--- src/rtl/core/hogd_pkg.sv ---
package hogd_pkg;

    // Name field length of one entry
    localparam int NAME_BYTES = 13;

    // Byte index counter: wide enough for the name, size field and magic
    localparam int CNT_W = ($clog2(NAME_BYTES) > 2) ? $clog2(NAME_BYTES) : 2;

    // Parser phase, one-hot
    typedef enum logic [3:0] {
        PH_MAGIC = 4'b0001,
        PH_NAME  = 4'b0010,
        PH_SIZE  = 4'b0100,
        PH_DATA  = 4'b1000
    } phase_t;

    // Section tags on the output
    localparam logic [1:0] SEC_MAGIC = 2'd0;
    localparam logic [1:0] SEC_NAME  = 2'd1;
    localparam logic [1:0] SEC_SIZE  = 2'd2;
    localparam logic [1:0] SEC_DATA  = 2'd3;

    // Status codes
    localparam logic [2:0] ST_OK         = 3'd0;
    localparam logic [2:0] ST_VALID_END  = 3'd1;
    localparam logic [2:0] ST_BAD_MAGIC  = 3'd2;
    localparam logic [2:0] ST_TRUNC_HDR  = 3'd3;
    localparam logic [2:0] ST_TRUNC_DATA = 3'd4;

    // One result item
    typedef struct packed {
        logic [7:0] out_byte;
        logic [1:0] section;
        logic       entry_start;
        logic       coded_entry;
        logic [2:0] status;
        logic       end_of_archive;
    } result_t;

    // Parser state seen by the top level
    typedef struct packed {
        phase_t     phase;
        logic       magic_err;
    } parse_state_t;

endpackage

--- src/rtl/core/hogd_parser.sv ---
module hogd_parser (
    input  logic                  clk,
    input  logic                  rst_n,
    input  logic                  cfg_wr_en,
    input  logic                  cfg_wr_data,
    input  logic                  accept,
    input  logic [7:0]            data_byte,
    input  logic                  final_byte,
    output hogd_pkg::result_t     result,
    output hogd_pkg::parse_state_t state
);

    localparam logic [7:0] MAGIC_0 = 8'h44;
    localparam logic [7:0] MAGIC_1 = 8'h48;
    localparam logic [7:0] MAGIC_2 = 8'h46;
    localparam logic [hogd_pkg::CNT_W:0] MAGIC_LEN = (hogd_pkg::CNT_W + 1)'(3);
    localparam logic [hogd_pkg::CNT_W:0] SIZE_LEN  = (hogd_pkg::CNT_W + 1)'(4);
    localparam logic [hogd_pkg::CNT_W:0] NAME_LEN  =
        (hogd_pkg::CNT_W + 1)'(hogd_pkg::NAME_BYTES);

    function automatic logic [7:0] lower_char(input logic [7:0] c);
        lower_char = (c inside {[8'h41:8'h5A]}) ? c + 8'h20 : c;
    endfunction

    function automatic logic tail_is_coded(input logic [31:0] tail);
        logic [7:0] c1;
        logic [7:0] c2;
        logic [7:0] c3;
        c1 = lower_char(tail[23:16]);
        c2 = lower_char(tail[15:8]);
        c3 = lower_char(tail[7:0]);
        tail_is_coded = (tail[31:24] == 8'h2E) && (c2 == 8'h74) && (c3 == 8'h62)
                        && ((c1 == 8'h74) || (c1 == 8'h63));
    endfunction

    function automatic logic [7:0] decode_byte(input logic [7:0] b);
        if (b == 8'h0A || b == 8'h8F)
            decode_byte = b;
        else
            decode_byte = {b[5:0], b[7:6]} ^ 8'hA7;
    endfunction

    hogd_pkg::phase_t          phase_reg, phase_next;
    logic [hogd_pkg::CNT_W-1:0] cnt_reg, cnt_next;
    logic [31:0]               acc_reg, acc_next;
    logic [31:0]               remain_reg, remain_next;
    logic [31:0]               tail_reg, tail_next;
    logic                      ended_reg, ended_next;
    logic                      coded_reg, coded_next;
    logic                      err_reg, err_next;
    logic                      decode_enable_reg;
    logic [hogd_pkg::CNT_W:0]  cnt_inc;
    logic [7:0]                magic_want;
    logic [31:0]               size_full;

    // Hold the decode enable register
    always_ff @(posedge clk or negedge rst_n)
    begin
        if (!rst_n)
            decode_enable_reg <= 1'b1;
        else if (cfg_wr_en)
            decode_enable_reg <= cfg_wr_data;
    end

    assign cnt_inc   = {1'b0, cnt_reg} + 1'b1;
    assign size_full = acc_reg | ({24'd0, data_byte} << {cnt_reg[1:0], 3'b000});

    // Advance the parse for one byte and form its result
    always_comb
    begin
        phase_next  = phase_reg;
        cnt_next    = cnt_reg;
        acc_next    = acc_reg;
        remain_next = remain_reg;
        tail_next   = tail_reg;
        ended_next  = ended_reg;
        coded_next  = coded_reg;
        err_next    = err_reg;
        magic_want  = MAGIC_2;

        result.out_byte       = data_byte;
        result.section        = hogd_pkg::SEC_MAGIC;
        result.entry_start    = 1'b0;
        result.coded_entry    = 1'b0;
        result.status         = hogd_pkg::ST_OK;
        result.end_of_archive = final_byte;

        case (phase_reg)
            hogd_pkg::PH_MAGIC:
            begin
                result.section = hogd_pkg::SEC_MAGIC;
                if (cnt_reg == '0)
                    magic_want = MAGIC_0;
                else if (cnt_reg == hogd_pkg::CNT_W'(1))
                    magic_want = MAGIC_1;
                if (data_byte != magic_want)
                    err_next = 1'b1;
                cnt_next = cnt_inc[hogd_pkg::CNT_W-1:0];
                if (cnt_inc >= MAGIC_LEN)
                begin
                    phase_next = hogd_pkg::PH_NAME;
                    cnt_next   = '0;
                end
            end
            hogd_pkg::PH_NAME:
            begin
                result.section = hogd_pkg::SEC_NAME;
                if (cnt_reg == '0)
                begin
                    result.entry_start = 1'b1;
                    if (data_byte == 8'h00)
                    begin
                        ended_next = 1'b1;
                        tail_next  = '0;
                    end
                    else
                    begin
                        ended_next = 1'b0;
                        tail_next  = {24'd0, data_byte};
                    end
                end
                else if (!ended_reg)
                begin
                    if (data_byte == 8'h00)
                        ended_next = 1'b1;
                    else
                        tail_next = {tail_reg[23:0], data_byte};
                end
                cnt_next = cnt_inc[hogd_pkg::CNT_W-1:0];
                if (cnt_inc >= NAME_LEN)
                begin
                    coded_next = tail_is_coded(tail_next);
                    phase_next = hogd_pkg::PH_SIZE;
                    cnt_next   = '0;
                    acc_next   = '0;
                end
            end
            hogd_pkg::PH_SIZE:
            begin
                result.section = hogd_pkg::SEC_SIZE;
                acc_next = size_full;
                cnt_next = cnt_inc[hogd_pkg::CNT_W-1:0];
                if (cnt_inc >= SIZE_LEN)
                begin
                    remain_next = size_full;
                    phase_next  = (size_full != '0) ? hogd_pkg::PH_DATA : hogd_pkg::PH_NAME;
                    cnt_next    = '0;
                end
            end
            hogd_pkg::PH_DATA:
            begin
                result.section     = hogd_pkg::SEC_DATA;
                result.coded_entry = coded_reg;
                if (coded_reg && decode_enable_reg)
                    result.out_byte = decode_byte(data_byte);
                if (remain_reg != '0)
                    remain_next = remain_reg - 32'd1;
                if (remain_reg <= 32'd1)
                begin
                    phase_next = hogd_pkg::PH_NAME;
                    cnt_next   = '0;
                end
            end
            default:
            begin
                phase_next = hogd_pkg::PH_MAGIC;
                cnt_next   = '0;
            end
        endcase

        // Form the status; on the last byte judge where the archive stopped
        if (!final_byte)
            result.status = err_next ? hogd_pkg::ST_BAD_MAGIC : hogd_pkg::ST_OK;
        else if (err_next)
            result.status = hogd_pkg::ST_BAD_MAGIC;
        else if (phase_next == hogd_pkg::PH_MAGIC)
            result.status = hogd_pkg::ST_BAD_MAGIC;
        else if (phase_next == hogd_pkg::PH_NAME && cnt_next == '0)
            result.status = hogd_pkg::ST_VALID_END;
        else if (phase_next == hogd_pkg::PH_NAME || phase_next == hogd_pkg::PH_SIZE)
            result.status = hogd_pkg::ST_TRUNC_HDR;
        else
            result.status = hogd_pkg::ST_TRUNC_DATA;
    end

    // Update parse state on each transfer; drop it all after the last byte
    always_ff @(posedge clk or negedge rst_n)
    begin
        if (!rst_n)
        begin
            phase_reg  <= hogd_pkg::PH_MAGIC;
            cnt_reg    <= '0;
            acc_reg    <= '0;
            remain_reg <= '0;
            tail_reg   <= '0;
            ended_reg  <= 1'b0;
            coded_reg  <= 1'b0;
            err_reg    <= 1'b0;
        end
        else if (accept)
        begin
            if (final_byte)
            begin
                phase_reg  <= hogd_pkg::PH_MAGIC;
                cnt_reg    <= '0;
                acc_reg    <= '0;
                remain_reg <= '0;
                tail_reg   <= '0;
                ended_reg  <= 1'b0;
                coded_reg  <= 1'b0;
                err_reg    <= 1'b0;
            end
            else
            begin
                phase_reg  <= phase_next;
                cnt_reg    <= cnt_next;
                acc_reg    <= acc_next;
                remain_reg <= remain_next;
                tail_reg   <= tail_next;
                ended_reg  <= ended_next;
                coded_reg  <= coded_next;
                err_reg    <= err_next;
            end
        end
    end

    assign state.phase     = phase_reg;
    assign state.magic_err = err_reg;

endmodule

--- src/rtl/core/hogd_out_stage.sv ---
module hogd_out_stage (
    input  logic              clk,
    input  logic              rst_n,
    input  logic              load,
    input  hogd_pkg::result_t result_in,
    input  logic              ready,
    output logic              valid,
    output logic              space,
    output hogd_pkg::result_t result_out
);

    logic              valid_reg;
    hogd_pkg::result_t data_reg;

    // Room for a new result when empty or the held one leaves this cycle
    assign space = !valid_reg || ready;

    // Track occupancy of the result register
    always_ff @(posedge clk or negedge rst_n)
    begin
        if (!rst_n)
            valid_reg <= 1'b0;
        else if (load)
            valid_reg <= 1'b1;
        else if (ready)
            valid_reg <= 1'b0;
    end

    // Capture the result payload
    always_ff @(posedge clk)
    begin
        if (load)
            data_reg <= result_in;
    end

    assign valid      = valid_reg;
    assign result_out = data_reg;

endmodule

--- src/rtl/core/hog_archive_stream_deframer.sv ---
// Archive stream deframer.
// Input stream s_axis: one archive byte per transfer, tlast on the last byte.
// Output stream m_axis: one result per input byte, in order, tlast echoes the
// input tlast and carries the final status (valid end or the kind of fault).
// The parser checks the three-byte magic, then walks entries of a fixed-size
// name, a 4-byte little-endian size and the data; data of .ttb/.ctb entries
// is decoded when decode_enable is set (cfg_wr_en/cfg_wr_data, reset 1).
// A result is registered and appears in the cycle after its byte is taken.
// Throughput: one byte per cycle while the receiver keeps up; the parse state
// update and the single result register set that figure. The input is ready
// whenever the result register is empty or its result is taken in the same
// cycle, so a stalled receiver holds the result and stops input only while it holds it.
// Reset clears the parse state to the magic phase, empties the result
// register and sets decode_enable to 1. After each last byte the parse state
// returns to the magic phase for the next archive.
module hog_archive_stream_deframer (
    input  logic        clk,
    input  logic        rst_n,
    input  logic        cfg_wr_en,
    input  logic        cfg_wr_data,
    input  logic        s_axis_tvalid,
    output logic        s_axis_tready,
    input  logic [7:0]  s_axis_tdata,   // [7:0] data_byte
    input  logic        s_axis_tlast,   // final_byte
    output logic        m_axis_tvalid,
    input  logic        m_axis_tready,
    output logic [15:0] m_axis_tdata,   // [7:0] out_byte, [10:8] status, rest zero
    output logic [3:0]  m_axis_tuser,   // [1:0] section, [2] entry_start, [3] coded_entry
    output logic        m_axis_tlast    // end_of_archive
);

    logic                   accept;
    logic                   space;
    hogd_pkg::result_t      result_comb;
    hogd_pkg::result_t      result_held;
    hogd_pkg::parse_state_t parse_state;

    assign s_axis_tready = space;
    assign accept        = s_axis_tvalid && space;

    hogd_parser u_parser (
        .clk        (clk),
        .rst_n      (rst_n),
        .cfg_wr_en  (cfg_wr_en),
        .cfg_wr_data(cfg_wr_data),
        .accept     (accept),
        .data_byte  (s_axis_tdata),
        .final_byte (s_axis_tlast),
        .result     (result_comb),
        .state      (parse_state)
    );

    hogd_out_stage u_out (
        .clk       (clk),
        .rst_n     (rst_n),
        .load      (accept),
        .result_in (result_comb),
        .ready     (m_axis_tready),
        .valid     (m_axis_tvalid),
        .space     (space),
        .result_out(result_held)
    );

    // Pack the result onto the output stream
    assign m_axis_tdata = {5'd0, result_held.status, result_held.out_byte};
    assign m_axis_tuser = {result_held.coded_entry, result_held.entry_start,
                           result_held.section};
    assign m_axis_tlast = result_held.end_of_archive;

`ifndef SYNTH
    // Every transfer in produces a result on the next cycle
    a_result_follows: assert property (@(posedge clk) disable iff (!rst_n)
        accept |=> m_axis_tvalid)
        else $error("accepted byte produced no result");

    // After the last byte the parser is back in the magic phase, error cleared
    a_restart_after_last: assert property (@(posedge clk) disable iff (!rst_n)
        (accept && s_axis_tlast) |=>
            (parse_state.phase == hogd_pkg::PH_MAGIC) && !parse_state.magic_err)
        else $error("parser did not restart after last byte");

    // Only ok or bad magic may show before the end of an archive
    a_mid_status: assert property (@(posedge clk) disable iff (!rst_n)
        (m_axis_tvalid && !m_axis_tlast) |->
            (m_axis_tdata[10:8] == hogd_pkg::ST_OK ||
             m_axis_tdata[10:8] == hogd_pkg::ST_BAD_MAGIC))
        else $error("final status shown before last byte");

    // Entry start and coded flag only in their sections
    a_flag_sections: assert property (@(posedge clk) disable iff (!rst_n)
        m_axis_tvalid |->
            (!m_axis_tuser[2] || m_axis_tuser[1:0] == hogd_pkg::SEC_NAME) &&
            (!m_axis_tuser[3] || m_axis_tuser[1:0] == hogd_pkg::SEC_DATA))
        else $error("flag outside its section");
`endif

endmodule

--- config.mk ---
export PLATFORM = sky130hd
export DESIGN_NAME = hog_archive_stream_deframer
export DESIGN_NICKNAME = d
export VERILOG_FILES = /design/src/rtl/core/hogd_pkg.sv /design/src/rtl/core/hogd_parser.sv /design/src/rtl/core/hogd_out_stage.sv /design/src/rtl/core/hog_archive_stream_deframer.sv
export SDC_FILE = /design/constraint.sdc
export NUM_CORES = 1
export LEC_CHECK = 0
export BUFFER_PORTS_ARGS = -buffer_cell sky130_fd_sc_hd__buf_4
export CORE_MARGIN = 1.5
export CORE_UTILIZATION = 55
export CTS_CLUSTER_SIZE = 10
export DETAILED_ROUTE_END_ITERATION = 10
export GPL_ROUTABILITY_DRIVEN = 0
export HOLD_SLACK_MARGIN = 0.1
export PLACE_DENSITY = 0.72
export SLEW_MARGIN = 20
export SYNTH_ARGS = -nofsm -noshare
export SYNTH_HDL_FRONTEND = slang
export SYNTH_SLANG_ARGS = --single-unit
--- constraint.sdc ---
create_clock -name clk -period 3.7 [get_ports clk]
set_clock_uncertainty 0.05 [all_clocks]
set_input_delay 0.74 -clock clk [delete_from_list [all_inputs] [get_ports clk]]
set_output_delay 0.74 -clock clk [all_outputs]
set_load 0.01 [all_outputs]
* Yosys cells after proc, flatten, opt, wreduce, memory -nomap -nowiden
Index checks and enable logic that the tools add are counted.
** Word-level totals
- Input port bits :: 15
- Flip-flop bits (word level) :: 125
- Output and inout bits :: 23
- Logic and storage cells :: 138
** Operators by class
- Equal/unequal tests :: 19
- Add/subtract/negate cells :: 5
- Order comparisons :: 10
- Bitwise gates (word level) :: 2
- Shift-type cells :: 1
- Mux-type cells :: 57
- Reductions and logical operators :: 28
** Operators by type and width (count)
- $mux W32 :: 11
- $pmux W32 S2 :: 2
- $mux W8 :: 9
- $reduce_bool A32 Y1 :: 2
- $mux W4 :: 12
- $eq A8 B7 Y1 const B :: 4
- $le A32 B1 Y1 const B :: 1
- $or A32 B32 Y32 :: 1
- $pmux W4 S4 :: 2
- $shl A8 B5 Y32 :: 1
- $sub A32 B1 Y32 const B :: 1
- $add A8 B6 Y8 const B :: 3
- $ge A8 B7 Y1 const B :: 3
- $le A8 B7 Y1 const B :: 3
- $mux W3 :: 5
- $mux W1 :: 14
- $eq A4 B1 Y1 const B :: 3
- $logic_and A1 B1 Y1 :: 9
- $ne A3 B2 Y1 const B :: 3
- $eq A4 B2 Y1 const B :: 2
- $eq A4 B3 Y1 const B :: 2
- $eq A8 B4 Y1 const B :: 1
- $eq A8 B6 Y1 const B :: 1
- $eq A8 B8 Y1 const B :: 1
- other kinds (18) :: 26

* Depth between registers and ports, before layout
- Depth after elaboration :: 15
- Mapped depth :: 12
- Depth with buffers taken out :: 10

* Cells and area by module
From an unflattened synthesis, not the netlist that was laid out.
** Second synthesis, totals
- Cells, all modules :: 782
- Area, all modules :: 7208.2 um^2
** By module, submodules not included
- hogd_parser :: cells an instance 756, area an instance 6632.6 um^2, sequential area each 2705.1 um^2, times used 1
- hogd_out_stage :: cells an instance 19, area an instance 528.0 um^2, sequential area each 505.5 um^2, times used 1
- hog_archive_stream_deframer :: cells an instance 7, area an instance 47.5 um^2, sequential area each 0.0 um^2, times used 1

* Worst setup path after synthesis
No wires, ideal clock.
- Path type :: in2reg
- From :: input s_axis_tdata[6]
- To :: register u_parser.coded_reg
- Arrival time :: 2.988 ns
- Stages on the path :: 9
- Setup slack :: 0.540 ns
- Setup time :: 0.122 ns
- Required time :: 3.528 ns
- Cells stage by stage :: clkbuf_1 -> nor4_1 -> a21oi_1 -> mux2i_1 -> nor2_1 -> ha_1 -> or3_1 -> a31o_2 -> a32o_1
** Between the ends
- Longest elaborated chain between the ends :: 15
- Elaborated cells between the ends (all ways) :: 33
- Those cells by class :: 3 x add/sub; 6 x order compare; 5 x eq/ne; 11 x mux; 8 x reduce/logical
** Ends and longest elaborated chain
- start, declared :: RTL line hog_archive_stream_deframer.sv:23 : input logic [7:0] s_axis_tdata,
- $logic_not A8 Y1 :: RTL line hogd_parser.sv:111, hogd_parser.sv:124
- $mux W32 :: RTL line hogd_parser.sv:124 : if (data_byte == 8'h00)
- $mux W32 :: RTL line hogd_parser.sv:122 : else if (!ended_reg)
- $mux W32 (*) :: RTL line hogd_parser.sv:108 : if (cnt_reg == '0)
- $mux W32 (*) :: RTL line hogd_parser.sv:88 : case (phase_reg)
- $ge A8 B7 Y1 / $le A8 B7 Y1 (equally long branches) :: RTL line hogd_parser.sv:22 : lower_char = (c inside {[8'h41:8'h5A]}) ? c + 8'h20 : c;
- $logic_and A1 B1 Y1 :: RTL line hogd_parser.sv:22
- $mux W8 :: RTL line hogd_parser.sv:22
- $eq A8 B7 Y1 :: RTL line hogd_parser.sv:32 : tail_is_coded = (tail[31:24] == 8'h2E) && (c2 == 8'h74) && (c3 == 8'h62)
- $logic_and A1 B1 Y1 (2 in series) :: RTL line hogd_parser.sv:32
- $logic_and A1 B1 Y1 (*) :: RTL line hogd_parser.sv:33 : && ((c1 == 8'h74) || (c1 == 8'h63));
- $mux W1 (*) :: RTL line hogd_parser.sv:130 : if (cnt_inc >= NAME_LEN)
- $mux W1 (*) :: RTL line hogd_parser.sv:88
- $mux W1 (*) :: RTL line hogd_parser.sv:202 : if (final_byte)
- end signal, assigned :: RTL line hogd_parser.sv:221 : coded_reg <= coded_next;
- end, declared :: RTL line hogd_parser.sv:49 : logic coded_reg, coded_next;
Every way passes the cells marked *; elsewhere a longest branch is shown, timed or not. The select of a mux whose other input is x is not followed.
A chain may end at the register's enable or synchronous reset.

* Worst setup path after layout
- From :: register u_parser.cnt_reg[0] (netlist bit)
- To :: register u_parser.remain_reg[5]
** Between the ends
- Longest elaborated chain between the ends :: 5
- Elaborated cells between the ends (all ways) :: 9
- Those cells by class :: 1 x add/sub; 1 x order compare; 1 x eq/ne; 1 x shift; 3 x mux; 1 x bitwise; 1 x reduce/logical
** Ends and longest elaborated chain
- start, declared :: RTL line hogd_parser.sv:44 : logic [hogd_pkg::CNT_W-1:0] cnt_reg, cnt_next;
- start signal, assigned :: RTL line hogd_parser.sv:216 : cnt_reg <= cnt_next;
- branches (longest 5 deep; another with $add A4 B1 Y5)
- end signal, assigned :: RTL line hogd_parser.sv:218 : remain_reg <= remain_next;
- end, declared :: RTL line hogd_parser.sv:46 : logic [31:0] remain_reg, remain_next;
Several ways; the timed one is not identified. The select of a mux whose other input is x is not followed.

==> results.json <==
{
  "status": "finished clean",
  "p_seq_share_pct": 37.8,
  "wire_per_inst_um": 20.7,
  "clkPwrFrac_pct": 34.3,
  "async_reset_ff_share_pct": 87.2,
  "drc": 0,
  "final_nets": 831,
  "drive_gt1_share_pct": 13.0,
  "critPathBufInv": 0,
  "drv_slew": 0,
  "clock-root-buffer": "clkbuf_16",
  "pre_cts_ws_ns": 0.224,
  "drtPass1Iterations": 5,
  "rows": 41,
  "arrival_ns": 3.62,
  "whs_ns": 0.231,
  "antenna_found_initial": 0,
  "switching_share_pct": 35.9,
  "drt_first_iter_violations": 840,
  "core_area_mm2": 0.0127,
  "area_growth_syn_to_layout_pct": 12.7,
  "dieArea_mm2": 0.0137,
  "path_cells": "ha_1, a21bo_2, mux2i_1, a21oi_1, nor3_4, a22oi_1, o21ai_0",
  "yosys_register_bits": 125,
  "cts_buffers": 17,
  "grt_max_degree": 74,
  "fin_total_pwr_mw": 4.57,
  "min_path_type": "in2async",
  "n_antenna_cell": 0,
  "relSlewSlack_pct": 34.4,
  "yosysSeqAreaShare_pct": 44.8,
  "antenna_left": 0,
  "tritoncts": "done",
  "cpMaxStageDelayCell": "nor3_4",
  "wirelength_um": 20600,
  "finalHoldViolations": 0,
  "fp.dieW_um": 117,
  "worst_path_largest_cell_delay_ns": 0.76,
  "max_freq_mhz": 300,
  "clock_latency_ns": 0.43,
  "cts_hold_buf": 0,
  "synth-main-ff-cell": "dfrtp_1",
  "vdd_drop_max_uv": 357,
  "num_vias": 6734,
  "clock_path_buffers": 2,
  "critPathKind": "reg2reg",
  "clock_sinks": 125,
  "start_util_pct": 56.6,
  "grt_use_total_pct": 31.6,
  "port_buffers": 32,
  "cp_top_family": "compound AO/OA/AOI/OAI gates",
  "die_h_um": 117,
  "synthDominantCellAreaShare_pct": 37.4,
  "drv_cap": 0,
  "routed_via_density": 6.79,
  "synth-warning-count": 0,
  "path_max_fanout": 18,
  "synth_cell_types": 72,
  "yosys.area.top_type": "dfrtp_1",
  "power.density_mw_per_mm2": 566,
  "finalCritPeriodShare_pct": 90.0,
  "yosys-top-cells-area": "dfrtp_1, a21oi_1, edfxtp_1, nor2_1, o21ai_0",
  "synth_area_per_cell_um2": 8.96,
  "synthCells": 800,
  "clk_pin_slew_worst_paths_ns": 0.06,
  "syn-cell-area_mm2": 0.00717,
  "grt_pass1_vias": 6324,
  "post_cts_buffers": 0,
  "internal_power_mw": 2.93,
  "ios": 38,
  "setup_ws_ns": 0.368,
  "rsz0062_at_grt": "no",
  "fin_tns_setup_ns": 0,
  "place_hpwl_um": 13600,
  "cts_resized": 0,
  "critical_path_required_ns": 3.99,
  "p_comb_share_pct": 27.9,
  "grt_first_pass_wirelength_um": 33300,
  "crit_path_end_kind": "flip-flop",
  "synth_edf_count": 16,
  "switchingPower_mw": 1.64,
  "min_period_ns": 3.33,
  "finalSetupViolCount": 0,
  "htree_levels": 4,
  "final_util_pct": 63.7,
  "grt-ovfl-total": 0,
  "start_kind": "flip-flop",
  "tightest_slew_ns": 0.984,
  "p_leak_nw": 3.41
}
layer usage:
metal	up-vias	GRT usage, %	wire length [um]
li1	3027	-	-
met1	3278	44.9	8850
met2	378	47.9	9510
met3	51	7.36	1750
met4	0	10.8	463
met5	-	0	0
worst reg2reg max path: stages, from the launching register on:
cell	delay [ns]
dfrtp_1	0.71
ha_1	0.31
a21bo_2	0.25
mux2i_1	0.45
a21oi_1	0.34
nor3_4	0.76
a22oi_1	0.19
o21ai_0	0.19
placed cells by master (no fill, tap or decap), drive strengths merged, types with 5 or more instances in the layout:
master and n:
ha 9, nor4 23, a32oi 6, nand4 6, nor2 101, nand2 41
or4b 5, a22oi 13, clkbuf 18, nand3 7, clkinvlp 7, o21a 7
nor2b 6, a31oi 11, or3 6, nand2b 7, or4 8, dfrtp 107
inv 12, buf 48, clkinv 5, a211oi 16, nor3 23, mux2i 15
a21oi 104, conb 5, o22ai 6, edfxtp 16, o21ai 79, nor4b 5
a22o 32, o31ai 6
cells by family (layout without fill, tap and decap cells):
group | Yosys count | in the layout | share of synthesized area [%]
compound gates | 315 | 315 | 28.0
xor+xnor | 1 | 1 | 0.122
simple gates | 256 | 256 | 18.5
fa+ha+maj | 9 | 9 | 1.57
buf+inv | 75 | 91 | 4.33
other cells | 1 | 5 | 0.0523
mux | 18 | 18 | 2.57
flops | 125 | 125 | 44.8
per-stage QoR:
step	cell area (um2)	std cells
final	8070	992
after global routing	8070	992
after detailed placement	7520	960
after floorplan	7180	804
after CTS	8070	992
after global placement	7520	960
cell usage after synthesis, drive strengths merged (8+ instances only):
master	instances
edfxtp	16
o21ai	79
a21oi	104
a211oi	16
dfrtp	107
inv	11
nor3	23
buf	12
a31oi	11
nor2	101
ha	9
a22o	32
nor4	23
nand2	41
clkbuf	52
a22oi	13
mux2i	15
or4	8
cell type report:
class                   count  area [um2]
clock buffers              18         429
flip-flops and latches    125        3210
clock inverters            14         123
multi-input cells         604        3670
inverters                  11        41.3
well taps                 172         215
repair buffers             48         385
fillers                  1053        4600
power by group through the flow:
stage,Combinational (mW),Clock (mW),Sequential (mW)
after CTS,1.24,1.58,1.72
after detailed placement,1.24,0,1.74
after floorplan,0.955,0,1.65
after global placement,1.22,0,1.73
after global routing,1.40,1.65,1.75
final,1.27,1.57,1.73
final timing paths:
kind	startpoint	to	slack, ns	cells past startpoint
setup reg to reg	u_parser.cnt_reg[0]	u_parser.remain_reg[5]	0.37	7
hold / removal	rst_n	u_parser.tail_reg[21]	0.23	1
max in group asynchronous	rst_n	u_parser.remain_reg[11]	2.59	2
setup / recovery	u_parser.cnt_reg[0]	u_parser.remain_reg[5]	0.37	7
min in group clk	u_parser.acc_reg[10]	u_parser.acc_reg[10]	0.45	2
hold reg to reg	u_parser.acc_reg[10]	u_parser.acc_reg[10]	0.45	2
Power figures use the tool's default switching activity.
